$ cat config.mk
export PLATFORM = sky130hd
export DESIGN_NAME = char_lcd_wrapping_terminal
export DESIGN_NICKNAME = d
export VERILOG_FILES = /design/src/sv/lcdt_pkg.sv /design/src/sv/lcdt_front.sv /design/src/sv/lcdt_queue.sv /design/src/sv/lcdt_back.sv /design/src/sv/char_lcd_wrapping_terminal.sv
export SDC_FILE = /design/constraint.sdc
export NUM_CORES = 1
export LEC_CHECK = 0
export BUFFER_PORTS_ARGS = -buffer_cell sky130_fd_sc_hd__buf_4
export CORE_AREA = 5 5 91 68
export DETAILED_ROUTE_END_ITERATION = 10
export DIE_AREA = 0 0 96 73
export PLACE_DENSITY = 0.84
export SLEW_MARGIN = 10
export SYNTH_ARGS = -nofsm -noshare
export SYNTH_HDL_FRONTEND = slang
export SYNTH_SLANG_ARGS = --single-unit
$ cat constraint.sdc
create_clock -name clk -period 2 [get_ports clk]
set_input_delay 0.5 -clock clk [delete_from_list [all_inputs] [get_ports clk]]
set_output_delay 0.5 -clock clk [all_outputs]
set_load 0.03 [all_outputs]
$ cat src/sv/lcdt_pkg.sv
// Package for the wrapping character terminal.
// Holds the shared constants, the queued job type and the command codes.
// Depends on nothing; all other files import it.
package lcdt_pkg;

    localparam int COLUMNS_DEF = 16;
    localparam int QUEUE_DEPTH = 2;

    localparam logic [7:0] NEWLINE_CODE = 8'h0A;
    localparam logic [7:0] SPACE_CODE   = 8'h20;
    localparam logic [7:0] CMD_ROW0     = 8'h80;
    localparam logic [7:0] CMD_ROW1     = 8'hC0;

    // One classified character as handed from the front to the back.
    typedef struct packed {
        logic       blank;   // pause, blank both rows, home the cursor
        logic       newrow;  // move to the start of row 1
        logic       data;    // write the character itself
        logic [7:0] ch;
    } job_t;

endpackage

$ cat src/sv/lcdt_front.sv
// Front part of the terminal: accepts characters and classifies them.
// Keeps the cursor row and column. Depends on lcdt_pkg.
module lcdt_front #(
    parameter int COLUMNS = lcdt_pkg::COLUMNS_DEF
) (
    input  logic          clk,
    input  logic          rst_n,
    input  logic          in_valid,
    output logic          in_stall,
    input  logic [7:0]    char_code,
    input  logic          q_full,
    output logic          q_push,
    output lcdt_pkg::job_t q_job
);
    import lcdt_pkg::*;

    localparam int CW = $clog2(COLUMNS + 1);

    logic          row_reg;
    logic          row_next;
    logic [CW-1:0] col_reg;
    logic [CW-1:0] col_next;
    logic          is_nl;
    logic          col_full;

    assign in_stall = q_full;
    assign q_push   = in_valid && !q_full;
    assign is_nl    = (char_code == NEWLINE_CODE);
    assign col_full = (col_reg >= CW'(COLUMNS));

    always_comb
    begin
        q_job.blank  = 1'b0;
        q_job.newrow = 1'b0;
        q_job.data   = !is_nl;
        q_job.ch     = char_code;
        row_next     = row_reg;
        col_next     = col_reg;
        if (is_nl)
        begin
            q_job.blank  = row_reg;
            q_job.newrow = !row_reg;
            row_next     = !row_reg;
            col_next     = '0;
        end
        else if (col_full)
        begin
            q_job.blank  = row_reg;
            q_job.newrow = !row_reg;
            row_next     = !row_reg;
            col_next     = CW'(1);
        end
        else
        begin
            col_next = col_reg + CW'(1);
        end
    end

    always_ff @(posedge clk or negedge rst_n)
    begin
        if (!rst_n)
        begin
            row_reg <= 1'b0;
            col_reg <= '0;
        end
        else if (q_push)
        begin
            row_reg <= row_next;
            col_reg <= col_next;
        end
    end

endmodule

$ cat src/sv/lcdt_queue.sv
// Short job queue between the front and the back of the terminal.
// Flop-based FIFO of QUEUE_DEPTH entries (a power of two). Depends on lcdt_pkg.
module lcdt_queue (
    input  logic           clk,
    input  logic           rst_n,
    input  logic           push,
    input  lcdt_pkg::job_t push_job,
    input  logic           pop,
    output logic           full,
    output logic           not_empty,
    output lcdt_pkg::job_t head_job
);
    import lcdt_pkg::*;

    localparam int AW = (QUEUE_DEPTH > 1) ? $clog2(QUEUE_DEPTH) : 1;
    localparam int NW = $clog2(QUEUE_DEPTH + 1);

    job_t          entry_reg [QUEUE_DEPTH];
    logic [AW-1:0] wptr_reg;
    logic [AW-1:0] rptr_reg;
    logic [NW-1:0] count_reg;
    logic          do_push;
    logic          do_pop;

    assign full      = (count_reg == NW'(QUEUE_DEPTH));
    assign not_empty = (count_reg != '0);
    assign head_job  = entry_reg[rptr_reg];
    assign do_push   = push && !full;
    assign do_pop    = pop && not_empty;

    always_ff @(posedge clk)
    begin
        if (do_push)
        begin
            entry_reg[wptr_reg] <= push_job;
        end
    end

    always_ff @(posedge clk or negedge rst_n)
    begin
        if (!rst_n)
        begin
            wptr_reg  <= '0;
            rptr_reg  <= '0;
            count_reg <= '0;
        end
        else
        begin
            if (do_push)
            begin
                wptr_reg <= wptr_reg + AW'(1);
            end
            if (do_pop)
            begin
                rptr_reg <= rptr_reg + AW'(1);
            end
            if (do_push && !do_pop)
            begin
                count_reg <= count_reg + NW'(1);
            end
            else if (do_pop && !do_push)
            begin
                count_reg <= count_reg - NW'(1);
            end
        end
    end

endmodule

$ cat src/sv/lcdt_back.sv
// Back part of the terminal: turns one queued job into controller bus items.
// Sequencer with a space counter and an output register. Depends on lcdt_pkg.
module lcdt_back #(
    parameter int COLUMNS = lcdt_pkg::COLUMNS_DEF
) (
    input  logic           clk,
    input  logic           rst_n,
    input  logic           q_not_empty,
    input  lcdt_pkg::job_t q_job,
    output logic           q_pop,
    output logic           out_valid,
    input  logic           out_stall,
    output logic           is_data,
    output logic [7:0]     bus_byte,
    output logic           pause_before,
    output logic           last
);
    import lcdt_pkg::*;

    localparam int SW = (COLUMNS > 1) ? $clog2(COLUMNS) : 1;

    typedef enum logic [2:0] {
        S_IDLE,
        S_HOME0,
        S_SP0,
        S_ROW1,
        S_SP1,
        S_HOME,
        S_NEWROW,
        S_DATA
    } state_t;

    state_t        state_reg;
    job_t          job_reg;
    logic [SW-1:0] cnt_reg;
    logic          out_valid_reg;
    logic          is_data_reg;
    logic [7:0]    bus_byte_reg;
    logic          pause_reg;
    logic          last_reg;
    logic          out_free;
    logic          cnt_end;
    logic          emit;

    assign out_free     = !out_valid_reg || !out_stall;
    assign cnt_end      = (cnt_reg == SW'(COLUMNS - 1));
    // Every state except idle loads one transaction whenever the register is free.
    assign emit         = (state_reg != S_IDLE) && out_free;
    assign q_pop        = (state_reg == S_IDLE) && q_not_empty;
    assign out_valid    = out_valid_reg;
    assign is_data      = is_data_reg;
    assign bus_byte     = bus_byte_reg;
    assign pause_before = pause_reg;
    assign last         = last_reg;

    always_ff @(posedge clk or negedge rst_n)
    begin
        if (!rst_n)
        begin
            state_reg     <= S_IDLE;
            job_reg       <= '0;
            out_valid_reg <= 1'b0;
            cnt_reg       <= '0;
            is_data_reg   <= 1'b0;
            bus_byte_reg  <= '0;
            pause_reg     <= 1'b0;
            last_reg      <= 1'b0;
        end
        else
        begin
            if (emit)
            begin
                out_valid_reg <= 1'b1;
            end
            else if (!out_stall)
            begin
                out_valid_reg <= 1'b0;
            end
            unique case (state_reg)
                S_IDLE:
                begin
                    if (q_not_empty)
                    begin
                        job_reg <= q_job;
                        cnt_reg <= '0;
                        if (q_job.blank)
                        begin
                            state_reg <= S_HOME0;
                        end
                        else if (q_job.newrow)
                        begin
                            state_reg <= S_NEWROW;
                        end
                        else
                        begin
                            state_reg <= S_DATA;
                        end
                    end
                end
                S_HOME0:
                begin
                    if (out_free)
                    begin
                        is_data_reg   <= 1'b0;
                        bus_byte_reg  <= CMD_ROW0;
                        pause_reg     <= 1'b1;
                        last_reg      <= 1'b0;
                        state_reg     <= S_SP0;
                    end
                end
                S_SP0, S_SP1:
                begin
                    if (out_free)
                    begin
                        is_data_reg   <= 1'b1;
                        bus_byte_reg  <= SPACE_CODE;
                        pause_reg     <= 1'b0;
                        last_reg      <= 1'b0;
                        cnt_reg       <= cnt_end ? '0 : cnt_reg + SW'(1);
                        if (cnt_end)
                        begin
                            state_reg <= (state_reg == S_SP0) ? S_ROW1 : S_HOME;
                        end
                    end
                end
                S_ROW1:
                begin
                    if (out_free)
                    begin
                        is_data_reg   <= 1'b0;
                        bus_byte_reg  <= CMD_ROW1;
                        pause_reg     <= 1'b0;
                        last_reg      <= 1'b0;
                        state_reg     <= S_SP1;
                    end
                end
                S_HOME, S_NEWROW:
                begin
                    if (out_free)
                    begin
                        is_data_reg   <= 1'b0;
                        bus_byte_reg  <= (state_reg == S_HOME) ? CMD_ROW0 : CMD_ROW1;
                        pause_reg     <= 1'b0;
                        last_reg      <= !job_reg.data;
                        state_reg     <= job_reg.data ? S_DATA : S_IDLE;
                    end
                end
                S_DATA:
                begin
                    if (out_free)
                    begin
                        is_data_reg   <= 1'b1;
                        bus_byte_reg  <= job_reg.ch;
                        pause_reg     <= 1'b0;
                        last_reg      <= 1'b1;
                        state_reg     <= S_IDLE;
                    end
                end
                default:
                begin
                    state_reg <= S_IDLE;
                end
            endcase
        end
    end

endmodule

$ cat src/sv/char_lcd_wrapping_terminal.sv
// Top level of the wrapping two-row character terminal.
// Instantiates lcdt_front, lcdt_queue and lcdt_back; depends on lcdt_pkg.
//
// Usage: characters arrive on the input channel (in_valid, in_stall,
// char_code). Each accepted transaction is classified against the cursor
// and produces a run of controller bus transactions on the output channel
// (out_valid, out_stall, is_data, bus_byte, pause_before, last). The final
// transaction of each run carries last = 1.
// A printable character yields one data byte. A newline or a wrap on row 0
// yields the row 1 address command. A newline or a wrap on row 1 yields the
// blank-and-home run of 2*COLUMNS+3 transactions, the first one flagged with
// pause_before. On a wrap on either row, the character itself follows.
// The accepted character is written to the job queue, the back sequencer
// pops it while idle, and the state it enters loads the first transaction
// into the output register. The back sequencer emits one transaction per
// cycle while the receiver does not stall, and passes through idle to fetch
// the next job after each run. That sequencer sets the rate.
// A two-entry job queue decouples the sides, so characters are still taken
// while a run is draining; in_stall rises only when the queue is full.
// When the receiver stalls, the held transaction stays unchanged and the
// sequencer waits. Reset empties the queue, drops out_valid and puts the
// cursor at row 0, column 0.
module char_lcd_wrapping_terminal #(
    parameter int COLUMNS = lcdt_pkg::COLUMNS_DEF
) (
    input  logic       clk,
    input  logic       rst_n,
    input  logic       in_valid,
    output logic       in_stall,
    input  logic [7:0] char_code,
    output logic       out_valid,
    input  logic       out_stall,
    output logic       is_data,
    output logic [7:0] bus_byte,
    output logic       pause_before,
    output logic       last
);
    import lcdt_pkg::*;

    // Handshake between the front, the queue and the back.
    job_t push_job;
    job_t head_job;
    logic push;
    logic pop;
    logic q_full;
    logic q_not_empty;

    // The front updates the cursor when it pushes, so the cursor always
    // reflects every character taken so far, regardless of the back.
    lcdt_front #(
        .COLUMNS (COLUMNS)
    ) u_front (
        .clk       (clk),
        .rst_n     (rst_n),
        .in_valid  (in_valid),
        .in_stall  (in_stall),
        .char_code (char_code),
        .q_full    (q_full),
        .q_push    (push),
        .q_job     (push_job)
    );

    lcdt_queue u_queue (
        .clk       (clk),
        .rst_n     (rst_n),
        .push      (push),
        .push_job  (push_job),
        .pop       (pop),
        .full      (q_full),
        .not_empty (q_not_empty),
        .head_job  (head_job)
    );

    // The back holds one transaction in its output register and, within a run,
    // refills it in the same cycle that the receiver takes it.
    lcdt_back #(
        .COLUMNS (COLUMNS)
    ) u_back (
        .clk          (clk),
        .rst_n        (rst_n),
        .q_not_empty  (q_not_empty),
        .q_job        (head_job),
        .q_pop        (pop),
        .out_valid    (out_valid),
        .out_stall    (out_stall),
        .is_data      (is_data),
        .bus_byte     (bus_byte),
        .pause_before (pause_before),
        .last         (last)
    );

endmodule

==> reports/metrics.cfg, run 1 <==
[cts]
post_cts_buffers = 0
cts_sinks = 60
cts_inserted_buffers = 9
cts_max_path_buffers = 2
ctsResizeCount = 0
htree_levels = 3
root_buffer = clkbuf_8
cts_tree = built
clk_pin_slew_worst_paths_ps = 70
clkLatencyLatePin_ps = 330
holdBufCountCts = 0

[power]
power_per_cell_area_nw_per_um2 = 1620
ir_drop_uv = 543
p_leak_nw = 1.35

[setup_path]
crit_buf_inv = 1
r2r_setup_slack_ps = 230
cp_data_arrival_time_ps = 2020
required_ps = 2260
path_class = register to register
r2r_start = u_back.state_reg[2]$_DFFE_PN0P_
critical_path.slowest_cell = dfrtp_1
critPathLaunchType = register
crit_fanout = 10
cp_cell_sequence = or3_4, nor2_4, inv_2, ha_1, xor2_1, nor2_1, xor2_1
cpPeakStageDelay_ps = 450
r2r_cells = 7
cp_top_family = simple AND/OR/NAND/NOR gates
timing.critical_path.mode_cell = xor2_1
endpoint_kind = register
worst_r2r_endpoint = u_queue.count_reg[1]$_DFFE_PN0P_

[synthesis]
synthFlopType = dfrtp_1
syn_area_um2 = 2590
synth.distinct_cells = 44
synth-seq-cells = 60
synth_top_area_share_pct = 36.7
synthesis.nets = 233
synth.area.top_cells = dfrtp_1 (37%), edfxtp_1 (26%), mux2i_1 (3.9%)
yosys_warnings = 0
seq_area_frac_synth_pct = 62.2
synth.most_common_cell = dfrtp_1
synthCells = 217
avgSynthCellArea_um2 = 11.9
yosys-top-cells-count = dfrtp_1 (38), edfxtp_1 (22), nand2_1 (21), o21ai_0 (19), nor2_1 (17)
ys_async_sr_fraction_pct = 63.3
synth_edf_count = 22
synth_top_cell_by_area = dfrtp_1

[timing]
rsz0062_at_grt = false
max_freq_mhz = 566
fin_crit_sh_pct = 88.4
worst_pin_slew_ps = 545
hold_violations = 0
holdWs_ps = 129
worst_clock_skew_ps = 7.71
min_period_ps = 1770
setup_viol = 0
relSlewSlack_pct = 63.7
tns_ps = 0
slew_violations = 0

[routing]
wire_per_inst_um = 15.0
antenna_left = 0
first_pass_iters = 4
drt_wl_total_um = 4980
drt_iter0_markers = 97
routed_via_density = 5.21
vias = 1730
drc = 0

[floorplan]
initial_core_util_pct = 48.4
dieArea_um2 = 7010
io_pins = 25
die-width_um = 96
core_area_um2 = 5350
fp.dieH_um = 73
rows = 23

[place]
dp_hpwl_um = 3510
routabilityCongestion = 0.904
io_buffers = 24

[layout]
drive_above_1_share_pct = 21.0
areaGrowthSynthToFinish_pct = 19.3
fin_nets = 268
largest_register_ffs = 22
n_antenna_cell = 0
utilization_pct = 57.7

[min_path]
hp-class = input pin to asynchronous set/reset pin

[global_routing]
antenna_found_initial = 0
grt_pass1_vias = 1709
gr-total-overflow = 0
grt.total_usage_pct = 16.0
grt_pass1_wl_um = 8260
grt_max_degree = 39

[job]
cap_viol_max_count = 0

[outcome]
status = complete, no violations

worst max-delay path by stage:
stage / end / slack [ps] / from / depth (start not counted)
6_report: u_queue.count_reg[1]$_DFFE_PN0P_ / 230 / u_back.state_reg[2]$_DFFE_PN0P_ / 7
5_1_grt: u_queue.count_reg[1]$_DFFE_PN0P_ / 120 / u_back.state_reg[2]$_DFFE_PN0P_ / 7
4_1_cts: u_queue.count_reg[1]$_DFFE_PN0P_ / 230 / u_back.state_reg[2]$_DFFE_PN0P_ / 7
3_5_place_dp: u_front.col_reg[3]$_DFFE_PN0P_ / 50 / char_code[0] / 5
3_3_place_gp: u_front.col_reg[3]$_DFFE_PN0P_ / 180 / char_code[0] / 5
2_1_floorplan: u_queue.count_reg[1]$_DFFE_PN0P_ / 110 / u_back.state_reg[0]$_DFFE_PN0P_ / 9
placed cells by master, fill, tap and decap left out, drive strengths merged, types with 2 or more instances in the layout:
cell	n
dfrtp	38
buf	34
edfxtp	22
nand2	21
o21ai	19
nor2	18
clkbuf	14
mux2i	10
inv	9
a21oi	8
a22o	8
nand3	7
xnor2	5
xor2	4
ha	4
nor3	3
a21o	3
a32o	2
o22ai	2
nor3b	2
o2111ai	2
nand3b	2
where the power goes:
part	total [W]	leakage (nW)	internal [W]	switching (W)
Combinational	0.00193	0.573	0.000800	0.00113
Sequential	0.00200	0.679	0.00172	0.000288
Clock	0.00108	0.101	0.000643	0.000436
kinds of logic after synthesis:
kind of cell             count (synthesis)  share of synthesized area, %
adder cells (fa/ha/maj)                  5                          2.32
AO/OA/AOI/OAI                           51                          13.4
multiplexers                            11                          4.30
flip-flops                              60                          62.2
AND/OR/NAND/NOR                         62                          11.6
buffers and inverters                   19                          3.14
XOR/XNOR                                 9                          3.04
per-stage QoR:
step | total power, W | setup WS, ps | instance area [um^2] | instances
6_report | 0.00502 | 232 | 3090 | 332
5_1_grt | 0.00536 | 125 | 3090 | 332
4_1_cts | 0.00505 | 235 | 3090 | 332
3_5_place_dp | 0.00395 | 49.3 | 2890 | 316
3_3_place_gp | 0.00386 | 178 | 2890 | 316
2_1_floorplan | 0.00336 | 106 | 2590 | 217
cell type report:
| class | count | area [um^2] |
|---|---|---|
| Tap cell | 75 | 93.8 |
| Inverter | 9 | 33.8 |
| Clock buffer | 14 | 163 |
| Sequential cell | 60 | 1610 |
| Timing Repair Buffer | 34 | 255 |
| Multi-Input combinational cell | 138 | 897 |
| Clock inverter | 2 | 35.0 |
| Fill cell | 457 | 2260 |
layer usage:
layer  wire length [um]  GRT usage, %  vias to the layer above
met2               2180          22.3                       46
met5                  0             0                        -
met1               2440          22.9                      828
met4                 55          3.79                        0
li1                   -             -                      852
met3                302          6.80                        4
Power figures use the tool's default switching activity.
==> inputs of run 2 (changes only) <==
Settings changed: CORE_AREA 5 5 91 68 to 5 5 77 79, DIE_AREA 0 0 96 73 to 0 0 82 84, PLACE_DENSITY 0.84 to 0.85.
==> run 2 against run 1 <==
- die area is 1.7% lower
- first-iteration DRC count is 34% higher
- sequential power is 2% lower
- combinational power hardly changed
- final cell count is 0.30% lower
- total power is 1.7% lower
- critical path type unchanged
- critical endpoint unchanged
- largest power group unchanged
==> reports/metrics.cfg, run 2 (synthesis results as in run 1) <==
[routing]
drt_iter0_markers = 130  ; +34%
drc = 0  ; unchanged
routed_via_density = 5.26  ; +0.94%
wire_per_inst_um = 14.2  ; -5.4%
antenna_left = 0  ; unchanged
vias = 1741  ; +0.64%
first_pass_iters = 4  ; unchanged
drt_wl_total_um = 4690  ; -5.7%

[timing]
slew_violations = 0  ; unchanged
setup_viol = 0  ; unchanged
min_period_ps = 1670  ; -99.4 ps
max_freq_mhz = 599  ; +6.0%
relSlewSlack_pct = 65.7  ; +2.0 points
rsz0062_at_grt = false
worst_pin_slew_ps = 514  ; -30.7 ps
fin_crit_sh_pct = 83.4  ; -5.0 points
tns_ps = 0  ; unchanged
hold_violations = 0  ; unchanged
worst_clock_skew_ps = 8.68  ; +0.972 ps

[place]
placed_cell_area_um2 = 2900  ; +0.39%
io_buffers = 24  ; unchanged
routabilityCongestion = 0.824  ; -8.9%
dp_hpwl_um = 3200  ; -8.7%
place_inst = 315  ; -0.32%

[setup_path]
required_ps = 2260  ; about the same
r2r_start = u_back.state_reg[0]$_DFFE_PN0P_
r2r_setup_slack_ps = 330  ; +100 ps
cp_data_arrival_time_ps = 1920  ; -100 ps
crit_path_start = u_back.state_reg[0]$_DFFE_PN0P_
worst_r2r_endpoint = u_queue.count_reg[1]$_DFFE_PN0P_
r2r_cells = 7  ; unchanged
endpoint_kind = register
endpoint = u_queue.count_reg[1]$_DFFE_PN0P_
critPathLaunchType = register
path_class = register to register
crit_fanout = 3  ; -7

[cts]
holdBufCountCts = 0  ; unchanged
ctsResizeCount = 0  ; unchanged
post_cts_buffers = 0  ; unchanged
cts_sinks = 60  ; unchanged
root_buffer = clkbuf_8
cts_tree = built
htree_levels = 3  ; unchanged
clk_pin_slew_worst_paths_ps = 70  ; about the same
cts_inserted_buffers = 9  ; unchanged
cts_max_path_buffers = 2  ; unchanged
clkLatencyLatePin_ps = 330  ; about the same

[power]
power_per_cell_area_nw_per_um2 = 1600  ; -1.8%
netSwitchingFraction_pct = 37.2  ; +0.12 points
pwr-share-seq_pct = 39.7  ; -0.3 points
p_leak_nw = 1.36  ; +0.60%
netSwitchingPower_w = 0.00183  ; -1.4%
intPower_w = 0.00310  ; -1.9%
power.total_w = 0.00493  ; -1.7%
ir_drop_uv = 723  ; +33%
pwr-share-clk_pct = 20.5  ; -1.0 points
p_comb_share_pct = 39.8  ; +1.2 points

[layout]
largest_register_ffs = 22  ; unchanged
mostFrequentLayoutCells = dfrtp_1 (38), buf_4 (36), edfxtp_1 (22)
final_common_cell = dfrtp_1
finalNonFillerCells = 331  ; -0.30%
drive_above_1_share_pct = 22.0  ; +1.0 points
areaGrowthSynthToFinish_pct = 19.4  ; about the same
stdcell_area_um2 = 3090  ; about the same
n_antenna_cell = 0  ; unchanged
fin_nets = 270  ; +0.75%

[outcome]
status = complete, no violations

[floorplan]
initial_core_util_pct = 49.1  ; +0.76 points
io_pins = 25  ; unchanged
rows = 27  ; +17%
die-width_um = 82  ; -15%
core_area_um2 = 5270  ; -1.5%
dieArea_um2 = 6890  ; -1.7%
fp.dieH_um = 84  ; +15%

[global_routing]
grt_max_degree = 39  ; unchanged
antenna_found_initial = 0  ; unchanged
grt_pass1_wl_um = 8040  ; -2.7%
gr-total-overflow = 0  ; unchanged
grt.total_usage_pct = 15.7  ; -0.28 points
grt_pass1_vias = 1739  ; +1.8%

[min_path]
hp-class = input pin to asynchronous set/reset pin

[job]
cap_viol_max_count = 0  ; unchanged

run 2: through the flow:
| step | worst slack [ps] | utilization [%] | hold slack [ps] |
|---|---|---|---|
| after floorplan | 106 | - | 204 |
| after global placement | 200 | 55.1 | 465 |
| after detailed placement | 195 | 55.1 | 476 |
| after CTS | 333 | 58.7 | 129 |
| after global routing | 228 | 58.7 | 144 |
| final | 331 | 58.7 | 132 |
run 2: cell type report:
cell class	count	area, um^2
Tap cell	72	90.1
Fill cell	459	2180
Clock inverter	3	18.8
Sequential cell	60	1610
Clock buffer	13	170
Timing Repair Buffer	36	270
Multi-Input combinational cell	138	897
Inverter	9	33.8
run 2: worst min path at each step:
stage                                           to  slack, ps
floorplan           u_back.bus_byte[0]$_DFFE_PN0P_        200
global placement     u_back.job_reg[1]$_DFFE_PN0P_        470
CTS                 u_front.col_reg[3]$_DFFE_PN0P_        130
detailed placement  u_back.bus_byte[4]$_DFFE_PN0P_        480
global route         u_back.job_reg[4]$_DFFE_PN0P_        140
finish              u_front.col_reg[3]$_DFFE_PN0P_        130
run 2: power groups by stage:
stage                     sequential (W)  combinational [W]  clock, W
after floorplan                  0.00206            0.00130         0
after global placement           0.00196            0.00191         0
after detailed placement         0.00198            0.00197         0
after CTS                        0.00196            0.00198   0.00103
after global routing             0.00201            0.00219   0.00110
final                            0.00196            0.00196   0.00101
run 2: worst max-delay path, stage by stage (launching register included):
cell and delay [ps]:
dfrtp_1 380, or3_4 420, nor2_4 140, inv_2 60
ha_1 190, xor2_1 140, nor2_1 110, xor2_1 150
run 2: metal layers:
layer	global-route usage (%)	vias up	part of all wire (%)	wire length (um)
li1	-	852	-	-
met1	19.7	836	43	2030
met2	24.2	43	49	2310
met3	5.83	10	5.8	271
met4	6.34	0	1.8	84
met5	0	-	0	0
